===== src/rtl/core/jtt_pkg.sv =====
// Shared types and constants for the job timer table.
// Used by jtt_ctrl, jtt_dp and job_timer_table; depends on nothing.
`default_nettype none
package jtt_pkg;

    localparam int TPS_W    = 14;
    localparam int PER_W    = 16;
    localparam int CFG_W    = 16;
    localparam int CNT_OUT_W = 4;

    localparam logic [13:0] TPS_RESET = 14'd1000;
    localparam logic [15:0] PER_RESET = 16'd1000;

    localparam logic CFG_TPS = 1'b0;
    localparam logic CFG_PER = 1'b1;

    localparam logic [2:0] FN_TICK     = 3'd0;
    localparam logic [2:0] FN_ONE_SHOT = 3'd1;
    localparam logic [2:0] FN_PERIODIC = 3'd2;
    localparam logic [2:0] FN_CANCEL   = 3'd3;
    localparam logic [2:0] FN_ENABLE   = 3'd4;
    localparam logic [2:0] FN_DISABLE  = 3'd5;

    localparam logic [1:0] ST_OK       = 2'd0;
    localparam logic [1:0] ST_FULL     = 2'd1;
    localparam logic [1:0] ST_NOTFOUND = 2'd2;

    typedef struct packed {
        logic [2:0]  func;
        logic [16:0] delay_secs;
        logic [31:0] job_tag;
        logic        has_action;
        logic [15:0] job_id;
    } jtt_in_t;

    typedef struct packed {
        logic [1:0]  status;
        logic [15:0] result_id;
        logic [31:0] fired_tag;
        logic        fired;
        logic [3:0]  active_count;
        logic        last;
    } jtt_out_t;

    typedef enum logic [2:0] {
        S_IDLE, S_PREP, S_EXEC, S_DUE, S_SCAN, S_OUT
    } jtt_state_t;

    // Commands from the controller to the datapath.
    typedef struct packed {
        logic load;
        logic prep;
        logic exec;
        logic due_eval;
        logic scan;
    } jtt_cmd_t;

    // Status from the datapath to the controller.
    typedef struct packed {
        logic is_tick;
        logic scan_go;
        logic due_any;
        logic due_hit;
        logic due_last;
    } jtt_sts_t;

endpackage
`default_nettype wire


===== src/rtl/core/jtt_ctrl.sv =====
// Sequencing state machine for the job timer table.
// Depends on jtt_pkg; drives the datapath jtt_dp through command signals.
`default_nettype none
module jtt_ctrl #(
    parameter int SLOTS = 8,
    parameter int IW    = 3
) (
    input  wire logic             clk,
    input  wire logic             rst_n,
    input  wire logic             start,
    output logic                  busy,
    output logic                  done,
    output logic                  scan_sel,
    output logic [IW-1:0]         idx,
    output jtt_pkg::jtt_cmd_t     cmd,
    input  wire jtt_pkg::jtt_sts_t sts
);

    localparam logic [IW-1:0] IDX_LAST = IW'(SLOTS - 1);

    jtt_pkg::jtt_state_t state_reg, state_next;
    logic [IW-1:0] idx_reg, idx_next;

    always_ff @(posedge clk or negedge rst_n) begin
        if (!rst_n) begin
            state_reg <= jtt_pkg::S_IDLE;
            idx_reg   <= '0;
        end else begin
            state_reg <= state_next;
            idx_reg   <= idx_next;
        end
    end

    always_comb begin
        state_next = state_reg;
        idx_next   = idx_reg;
        cmd        = '0;
        done       = 1'b0;
        scan_sel   = 1'b0;
        case (state_reg)
            jtt_pkg::S_IDLE: begin
                if (start) begin
                    cmd.load   = 1'b1;
                    state_next = jtt_pkg::S_PREP;
                end
            end
            jtt_pkg::S_PREP: begin
                cmd.prep = 1'b1;
                if (!sts.is_tick) begin
                    state_next = jtt_pkg::S_EXEC;
                end else if (sts.scan_go) begin
                    state_next = jtt_pkg::S_DUE;
                end else begin
                    state_next = jtt_pkg::S_OUT;
                end
            end
            jtt_pkg::S_EXEC: begin
                cmd.exec   = 1'b1;
                state_next = jtt_pkg::S_OUT;
            end
            jtt_pkg::S_DUE: begin
                cmd.due_eval = 1'b1;
                idx_next     = '0;
                state_next   = sts.due_any ? jtt_pkg::S_SCAN : jtt_pkg::S_OUT;
            end
            jtt_pkg::S_SCAN: begin
                cmd.scan = 1'b1;
                scan_sel = 1'b1;
                done     = sts.due_hit;
                // The scan stops after the highest due slot.
                if ((sts.due_hit && sts.due_last) || idx_reg == IDX_LAST) begin
                    state_next = jtt_pkg::S_IDLE;
                end else begin
                    idx_next = idx_reg + 1'b1;
                end
            end
            jtt_pkg::S_OUT: begin
                done       = 1'b1;
                state_next = jtt_pkg::S_IDLE;
            end
            default: begin
                state_next = jtt_pkg::S_IDLE;
            end
        endcase
    end

    assign busy = (state_reg != jtt_pkg::S_IDLE);
    assign idx  = idx_reg;

endmodule
`default_nettype wire


===== src/rtl/core/jtt_dp.sv =====
// Datapath of the job timer table: slot store, time and scan counters,
// configuration registers and result forming. Depends on jtt_pkg.
`default_nettype none
module jtt_dp #(
    parameter int SLOTS = 8,
    parameter int IW    = 3
) (
    input  wire logic                clk,
    input  wire logic                rst_n,
    input  wire logic                cfg_we,
    input  wire logic                cfg_addr,
    input  wire logic [15:0]         cfg_wdata,
    input  wire jtt_pkg::jtt_in_t    item,
    input  wire jtt_pkg::jtt_cmd_t   cmd,
    input  wire logic                scan_sel,
    input  wire logic [IW-1:0]       idx,
    output jtt_pkg::jtt_sts_t        sts,
    output jtt_pkg::jtt_out_t        result
);

    localparam int CW = $clog2(SLOTS + 1);

    logic [13:0] tps_reg;
    logic [15:0] per_reg;

    logic [SLOTS-1:0] en_reg, one_reg, act_reg;
    logic [15:0] id_reg   [SLOTS];
    logic [31:0] tag_reg  [SLOTS];
    logic [31:0] ivl_reg  [SLOTS];
    logic [31:0] due_reg  [SLOTS];
    logic [31:0] now_reg;
    logic [15:0] phase_reg;
    logic [15:0] nid_reg;

    jtt_pkg::jtt_in_t in_reg;
    logic [30:0]      prod_reg;
    logic             free_ok_reg, match_ok_reg;
    logic [IW-1:0]    free_idx_reg, match_idx_reg;
    logic [1:0]       res_st_reg;
    logic [15:0]      res_id_reg;
    logic [SLOTS-1:0] dvec_reg;
    logic [CW-1:0]    cnt_after_reg;

    logic [16:0]      phase_inc;
    logic             scan_go;
    logic [SLOTS-1:0] due_comb, above;
    logic             free_ok, match_ok;
    logic [IW-1:0]    free_idx, match_idx;
    logic [CW-1:0]    cnt_now, cnt_after;
    logic             is_sched;

    assign phase_inc = {1'b0, phase_reg} + 17'd1;
    assign scan_go   = (phase_inc >= {1'b0, per_reg});
    assign is_sched  = (in_reg.func == jtt_pkg::FN_ONE_SHOT)
                    || (in_reg.func == jtt_pkg::FN_PERIODIC);

    always_comb begin
        free_ok   = 1'b0;
        free_idx  = '0;
        match_ok  = 1'b0;
        match_idx = '0;
        cnt_now   = '0;
        cnt_after = '0;
        for (int i = SLOTS - 1; i >= 0; i--) begin
            if (!en_reg[i]) begin
                free_ok  = 1'b1;
                free_idx = IW'(i);
            end
            if (in_reg.job_id != 16'd0 && id_reg[i] == in_reg.job_id) begin
                match_ok  = 1'b1;
                match_idx = IW'(i);
            end
        end
        for (int i = 0; i < SLOTS; i++) begin
            due_comb[i] = en_reg[i] && (now_reg >= due_reg[i]);
            above[i]    = (IW'(i) > idx);
            cnt_now     = cnt_now + CW'(en_reg[i]);
            cnt_after   = cnt_after + CW'(en_reg[i] && !(due_comb[i] && one_reg[i]));
        end
    end

    always_ff @(posedge clk or negedge rst_n) begin
        if (!rst_n) begin
            tps_reg   <= jtt_pkg::TPS_RESET;
            per_reg   <= jtt_pkg::PER_RESET;
            en_reg    <= '0;
            one_reg   <= '0;
            act_reg   <= '0;
            now_reg   <= '0;
            phase_reg <= '0;
            nid_reg   <= 16'd1;
            for (int i = 0; i < SLOTS; i++) begin
                id_reg[i]  <= '0;
                tag_reg[i] <= '0;
                ivl_reg[i] <= '0;
                due_reg[i] <= '0;
            end
        end else begin
            if (cfg_we) begin
                if (cfg_addr == jtt_pkg::CFG_TPS) begin
                    tps_reg <= cfg_wdata[13:0];
                end else begin
                    per_reg <= cfg_wdata;
                end
            end
            if (cmd.prep && in_reg.func == jtt_pkg::FN_TICK) begin
                now_reg   <= now_reg + 32'd1;
                phase_reg <= scan_go ? 16'd0 : phase_inc[15:0];
            end
            if (cmd.exec) begin
                if (is_sched) begin
                    if (free_ok_reg) begin
                        en_reg[free_idx_reg]  <= 1'b1;
                        one_reg[free_idx_reg] <= (in_reg.func == jtt_pkg::FN_ONE_SHOT);
                        act_reg[free_idx_reg] <= in_reg.has_action;
                        id_reg[free_idx_reg]  <= nid_reg;
                        tag_reg[free_idx_reg] <= in_reg.job_tag;
                        ivl_reg[free_idx_reg] <= {1'b0, prod_reg};
                        due_reg[free_idx_reg] <= now_reg + {1'b0, prod_reg};
                        nid_reg <= (nid_reg == 16'hFFFF) ? 16'd1 : nid_reg + 16'd1;
                    end
                end else if (match_ok_reg) begin
                    case (in_reg.func)
                        jtt_pkg::FN_CANCEL: begin
                            en_reg[match_idx_reg]  <= 1'b0;
                            one_reg[match_idx_reg] <= 1'b0;
                            act_reg[match_idx_reg] <= 1'b0;
                            id_reg[match_idx_reg]  <= '0;
                            tag_reg[match_idx_reg] <= '0;
                            ivl_reg[match_idx_reg] <= '0;
                            due_reg[match_idx_reg] <= '0;
                        end
                        jtt_pkg::FN_ENABLE: begin
                            en_reg[match_idx_reg]  <= 1'b1;
                            due_reg[match_idx_reg] <= now_reg;
                        end
                        jtt_pkg::FN_DISABLE: begin
                            en_reg[match_idx_reg] <= 1'b0;
                        end
                        default: begin
                        end
                    endcase
                end
            end
            if (cmd.scan && dvec_reg[idx]) begin
                if (one_reg[idx]) begin
                    en_reg[idx] <= 1'b0;
                end else begin
                    due_reg[idx] <= now_reg + ivl_reg[idx];
                end
            end
        end
    end

    // Per-item working registers; no reset needed.
    always_ff @(posedge clk) begin
        if (cmd.load) begin
            in_reg <= item;
        end
        if (cmd.prep) begin
            prod_reg      <= 31'(in_reg.delay_secs) * 31'(tps_reg);
            free_ok_reg   <= free_ok;
            free_idx_reg  <= free_idx;
            match_ok_reg  <= match_ok;
            match_idx_reg <= match_idx;
            res_st_reg    <= jtt_pkg::ST_OK;
            res_id_reg    <= '0;
        end
        if (cmd.exec) begin
            if (is_sched) begin
                res_st_reg <= free_ok_reg ? jtt_pkg::ST_OK : jtt_pkg::ST_FULL;
                res_id_reg <= free_ok_reg ? nid_reg : 16'd0;
            end else if (in_reg.func == jtt_pkg::FN_CANCEL
                      || in_reg.func == jtt_pkg::FN_ENABLE
                      || in_reg.func == jtt_pkg::FN_DISABLE) begin
                res_st_reg <= match_ok_reg ? jtt_pkg::ST_OK : jtt_pkg::ST_NOTFOUND;
            end
        end
        if (cmd.due_eval) begin
            dvec_reg      <= due_comb;
            cnt_after_reg <= cnt_after;
        end
    end

    assign sts.is_tick  = (in_reg.func == jtt_pkg::FN_TICK);
    assign sts.scan_go  = scan_go;
    assign sts.due_any  = |due_comb;
    assign sts.due_hit  = dvec_reg[idx];
    assign sts.due_last = ~|(dvec_reg & above);

    always_comb begin
        if (scan_sel) begin
            result.status       = jtt_pkg::ST_OK;
            result.result_id    = id_reg[idx];
            result.fired        = act_reg[idx];
            result.fired_tag    = act_reg[idx] ? tag_reg[idx] : 32'd0;
            result.active_count = 4'(cnt_after_reg);
            result.last         = sts.due_last;
        end else begin
            result.status       = res_st_reg;
            result.result_id    = res_id_reg;
            result.fired        = 1'b0;
            result.fired_tag    = '0;
            result.active_count = 4'(cnt_now);
            result.last         = 1'b1;
        end
    end

endmodule
`default_nettype wire


===== src/rtl/core/job_timer_table.sv =====
// Top level of the job timer table: controller plus datapath.
// Depends on jtt_pkg, jtt_ctrl and jtt_dp.
//
//   channel   ports                          beat taken when
//   ------    -----------------------------  ---------------------------
//   command   start, busy, item              start high and busy low
//   result    done, result                   done high (one cycle, no stall)
//   config    cfg_we, cfg_addr, cfg_wdata    cfg_we high
//
// A command beat passes through capture, search and multiply, update,
// then the single result beat. A tick that does not scan skips the update.
// A scanning tick evaluates every slot's due time in parallel in the due
// state, then visits slots one per cycle up to the highest due one,
// emitting one result beat per due slot, or a single beat if none is due.
// Reset clears the table, the time and phase counters and sets the next
// id to one. The receiver cannot stall, so results leave in the cycle
// they are formed.
`default_nettype none
module job_timer_table #(
    parameter int SLOTS = 8
) (
    input  wire logic              clk,
    input  wire logic              rst_n,
    input  wire logic              start,
    output logic                   busy,
    input  wire jtt_pkg::jtt_in_t  item,
    output logic                   done,
    output jtt_pkg::jtt_out_t      result,
    input  wire logic              cfg_we,
    input  wire logic              cfg_addr,
    input  wire logic [15:0]       cfg_wdata
);

    // Slot index width; a single slot still gets a one-bit index.
    localparam int IW = (SLOTS > 1) ? $clog2(SLOTS) : 1;

    jtt_pkg::jtt_cmd_t cmd;
    jtt_pkg::jtt_sts_t sts;
    logic              scan_sel;
    logic [IW-1:0]     idx;

    jtt_ctrl #(.SLOTS(SLOTS), .IW(IW)) u_ctrl (
        .clk      (clk),
        .rst_n    (rst_n),
        .start    (start),
        .busy     (busy),
        .done     (done),
        .scan_sel (scan_sel),
        .idx      (idx),
        .cmd      (cmd),
        .sts      (sts)
    );

    jtt_dp #(.SLOTS(SLOTS), .IW(IW)) u_dp (
        .clk       (clk),
        .rst_n     (rst_n),
        .cfg_we    (cfg_we),
        .cfg_addr  (cfg_addr),
        .cfg_wdata (cfg_wdata),
        .item      (item),
        .cmd       (cmd),
        .scan_sel  (scan_sel),
        .idx       (idx),
        .sts       (sts),
        .result    (result)
    );

endmodule
`default_nettype wire

===== config.mk =====
export PLATFORM = sky130hd
export DESIGN_NAME = job_timer_table
export DESIGN_NICKNAME = d
export VERILOG_FILES = /design/src/rtl/core/jtt_pkg.sv /design/src/rtl/core/jtt_ctrl.sv /design/src/rtl/core/jtt_dp.sv /design/src/rtl/core/job_timer_table.sv
export SDC_FILE = /design/constraint.sdc
export NUM_CORES = 2
export LEC_CHECK = 0
export ABC_CLOCK_PERIOD_IN_PS = 6800
export BUFFER_PORTS_ARGS = -buffer_cell sky130_fd_sc_hd__buf_4
export CAP_MARGIN = 20
export CORE_MARGIN = 3
export CORE_UTILIZATION = 35
export CTS_CLUSTER_DIAMETER = 200
export DETAILED_ROUTE_END_ITERATION = 12
export GPL_ROUTABILITY_DRIVEN = 0
export SYNTH_ARGS = -nofsm -noshare
export SYNTH_HDL_FRONTEND = slang
export SYNTH_SLANG_ARGS = --single-unit

===== constraint.sdc =====
create_clock -name clk -period 6.8 [get_ports clk]
set_input_delay 0.68 -clock clk [delete_from_list [all_inputs] [get_ports clk]]
set_output_delay 0.68 -clock clk [all_outputs]
set_load 0.05 [all_outputs]

==> results.sh <==
export IMPL_cp_required_ns=7.31
export IMPL_min_from="item[2]"
export IMPL_syn_inst=6817
export IMPL_synth_most_common_cell="dfrtp_1"
export IMPL_clock_path_buffers=3
export IMPL_synth_common_cells="1007 x dfrtp_1, 708 x a22o_1, 508 x inv_1"
export IMPL_pwr_density_cell_nw_per_um2=557.8
export IMPL_path_cells="and2_1 -> fa_1 -> inv_1 -> fa_1 -> inv_1 -> fa_1 -> inv_1 -> fa_1 -> inv_1 -> fa_1 -> inv_1 -> fa_1 -> inv_1 -> ha_1 -> and4_1 -> and2_1 -> a311oi_1 -> o31ai_1 -> a21oi_1 -> o21ai_0 -> a21oi_1 -> o31ai_1 -> xor2_1"
export IMPL_ctsHtreeMaxLevel=4
export IMPL_ir_drop_uv=1343
export IMPL_synth_top_area_cell="dfrtp_1"
export IMPL_cts_root_buf="clkbuf_16"
export IMPL_antenna_found_initial=5
export IMPL_cp_max_fo=11
export IMPL_crit_path_top_delay_cell="fa_1"
export IMPL_outcome="completed"
export IMPL_vias=60100
export IMPL_ys_seq_elements=1158
export IMPL_final_core_util=0.4006
export IMPL_synthArstFlopShare=0.8808
export IMPL_r2r_start="u_dp.tps_reg[2]$_DFFE_PN0P_"
export IMPL_dr_pass1_iters=9
export IMPL_synth_area_um2=70080
export IMPL_grt_util_all_layers=0.2498
export IMPL_n_fill_cell=19167
export IMPL_io_buffers=147
export IMPL_tightest_slew_ns=1.261
export IMPL_nets=7503
export IMPL_hold_violations=0
export IMPL_finalPower_mw=44.29
export IMPL_drive_gt1_frac=0.1076
export IMPL_synth_cell_types=94
export IMPL_grt_max_degree=155
export IMPL_clkLatencyLatePin_ns=0.81
export IMPL_drtAntennaViolNets=0
export IMPL_fin_cells=9538
export IMPL_clock_fmax_mhz=153.9
export IMPL_drv_cap=0
export IMPL_dpl_hpwl_um=170800
export IMPL_synthFlopType="dfrtp_1"
export IMPL_p_clk_frac=0.171
export IMPL_post_route_period_util=0.9557
export IMPL_leakage_nw=36.18
export IMPL_critPathArrivalTime_ns=7.01
export IMPL_pwr_share_seq=0.273
export IMPL_maxSlewViolCount=0
export IMPL_min_delay_path_class="in -> reg"
export IMPL_syn_avg_cell_area_um2=10.28
export IMPL_fin_skew_ns=0.04266
export IMPL_ioPinCount=148
export IMPL_ys_top_cells_by_area="dfrtp_1 36%, a22o_1 8.8%, ha_1 7.9%, fa_1 5.3%, edfxtp_1 5.1%"
export IMPL_rsz0062_at_grt="false"
export IMPL_postCtsSetupBuffers=0
export IMPL_cts_tree="yes"
export IMPL_grt_ovfl_total=0
export IMPL_post_place_cells=9285
export IMPL_maxSlewHeadroom=0.1562
export IMPL_start_util=0.3535
export IMPL_p_comb_frac=0.556
export IMPL_intPower_mw=24.52
export IMPL_die_h_um=453.5
export IMPL_chipWidth_um=453.5
export IMPL_synth_fp_nets=7535
export IMPL_critPathKind="reg -> reg"
export IMPL_yosys_warnings=0
export IMPL_numCtsBuffers=132
export IMPL_wl_um=263500
export IMPL_cts_sinks=1158
export IMPL_drcViolationCount=0
export IMPL_drt_iter0_markers=8371
export IMPL_clkTransAtPathRegs_ns=0.06
export IMPL_synth_enable_flop_cells=120
export IMPL_core_area_um2=198200
export IMPL_critPathMaxStageDelay_ns=0.53
export IMPL_path_delay_family="adder cells"
export IMPL_cp_end_kind="flip-flop"
export IMPL_wl_per_cell_um=27.62
export IMPL_syn_to_final_growth_pct=13.31
export IMPL_finalSetupTns_ns=0
export IMPL_finalSetupViolCount=0
export IMPL_seq_area_frac_synth=0.4210
export IMPL_viasPerCell=6.301
export IMPL_synth_top_area_share=0.3596
export IMPL_dieArea_um2=205600
export IMPL_grt_pass1_wl_um=393700
export IMPL_rows=163
export IMPL_p_sw_mw=19.77
export IMPL_crit_buf_inv=6
export IMPL_layout_min_cycle_time_ns=6.498
export IMPL_crit_start="u_dp.tps_reg[2]$_DFFE_PN0P_"
export IMPL_swShare=0.4463
export IMPL_grt_pass1_vias=59150
export IMPL_start_kind="flip-flop"
routing by layer:
layer,track usage,part of all wire,up-vias
li1,-,-,25134
met1,0.3426,0.41,30479
met2,0.3815,0.44,3748
met3,0.05300,0.10,739
met4,0.1055,0.047,0
met5,0,0,-
kinds of logic (layout without fill, tap and decap cells):
logic type,count (synthesis),after routing,synth area share
other cells,0,5,0
xor+xnor,279,279,0.03487
compound gates,2319,2319,0.2455
mux,141,141,0.02284
simple gates,1247,1247,0.08699
fa+ha+maj,628,628,0.1322
flops,1158,1158,0.4210
buf+inv,1045,1121,0.05667
layout make-up:
type                            count  area [um^2]  area share
Tap cell                         2640         3303     0.04160
Sequential cell                  1158        29510      0.3717
Timing Repair Buffer              371         3065     0.03860
Inverter                          508         1907     0.02401
Clock buffer                      179         3684     0.04639
Multi-Input combinational cell   4614        37030      0.4663
Antenna cell                        5        12.51   0.0001576
Clock inverter                     63        892.1     0.01123
repair_timing:
action / 4_1_cts / 5_1_grt
resized for setup: 0 / 2
endpoints found under the setup margin: 0 / 1
hold buffers: 3 / 0
endpoints found under the hold margin: 52 / 0
placed cells by master, fill, tap and decap left out, types with 38 or more instances in the layout:
master and n:
a211oi_1 57, a21o_1 99, a21oi_1 417, a221o_1 38, a221oi_1 90, a222oi_1 91
a22o_1 708, a22oi_1 254, a31oi_1 68, and2_1 134, buf_4 345, clkbuf_16 135
dfrtp_1 1004, edfxtp_1 120, fa_1 187, ha_1 441, inv_1 507, mux2_2 51
mux2i_1 80, nand2_1 412, nand3_1 89, nand4_1 94, nor2_1 250, o21ai_0 233
xnor2_1 125, xor2_1 139
worst register-to-register path: stages (launching register included):
cell	delay, ns
dfrtp_1	0.49
and2_1	0.24
fa_1	0.53
inv_1	0.05
fa_1	0.47
inv_1	0.05
fa_1	0.50
inv_1	0.06
fa_1	0.52
inv_1	0.05
fa_1	0.47
inv_1	0.05
fa_1	0.49
inv_1	0.04
ha_1	0.36
and4_1	0.26
and2_1	0.18
a311oi_1	0.38
o31ai_1	0.12
a21oi_1	0.31
o21ai_0	0.15
a21oi_1	0.23
o31ai_1	0.10
xor2_1	0.14
power groups by stage:
stage	logic, mW	clock network (mW)	registers [mW]
2_1_floorplan	18.0	0	11.0
3_3_place_gp	23.9	0	12.0
3_5_place_dp	24.2	0	12.0
4_1_cts	24.4	7.67	12.0
5_1_grt	27.5	7.94	12.3
6_report	24.6	7.57	12.1
final timing paths:
check | cells past startpoint | slack [ns] | end
max | 23 | 0.30 | u_dp.prod_reg[29]$_DFFE_PP_
min | 1 | 0.05 | u_dp.in_reg[2]$_DFFE_PP_
max reg2reg | 23 | 0.30 | u_dp.prod_reg[29]$_DFFE_PP_
min reg2reg | 1 | 0.48 | u_dp.res_id_reg[5]$_DFF_P_
max in group asynchronous | 3 | 4.67 | u_dp.phase_reg[12]$_DFFE_PN0P_
min in group asynchronous | 2 | 0.53 | u_dp.tag_reg[51]$_DFFE_PN0P_
per-stage QoR:
step | instance area [um^2] | hold slack [ns] | setup slack [ns]
6_report | 79410 | 0.04839 | 0.3015
5_1_grt | 79400 | 0.02630 | 0.04311
4_1_cts | 79340 | 0.002049 | 0.2790
3_5_place_dp | 74730 | 0.4595 | 0.2950
3_3_place_gp | 74690 | 0.4443 | 0.2815
2_1_floorplan | 70080 | 0.3844 | 0.5387
Power figures use the tool's default switching activity.
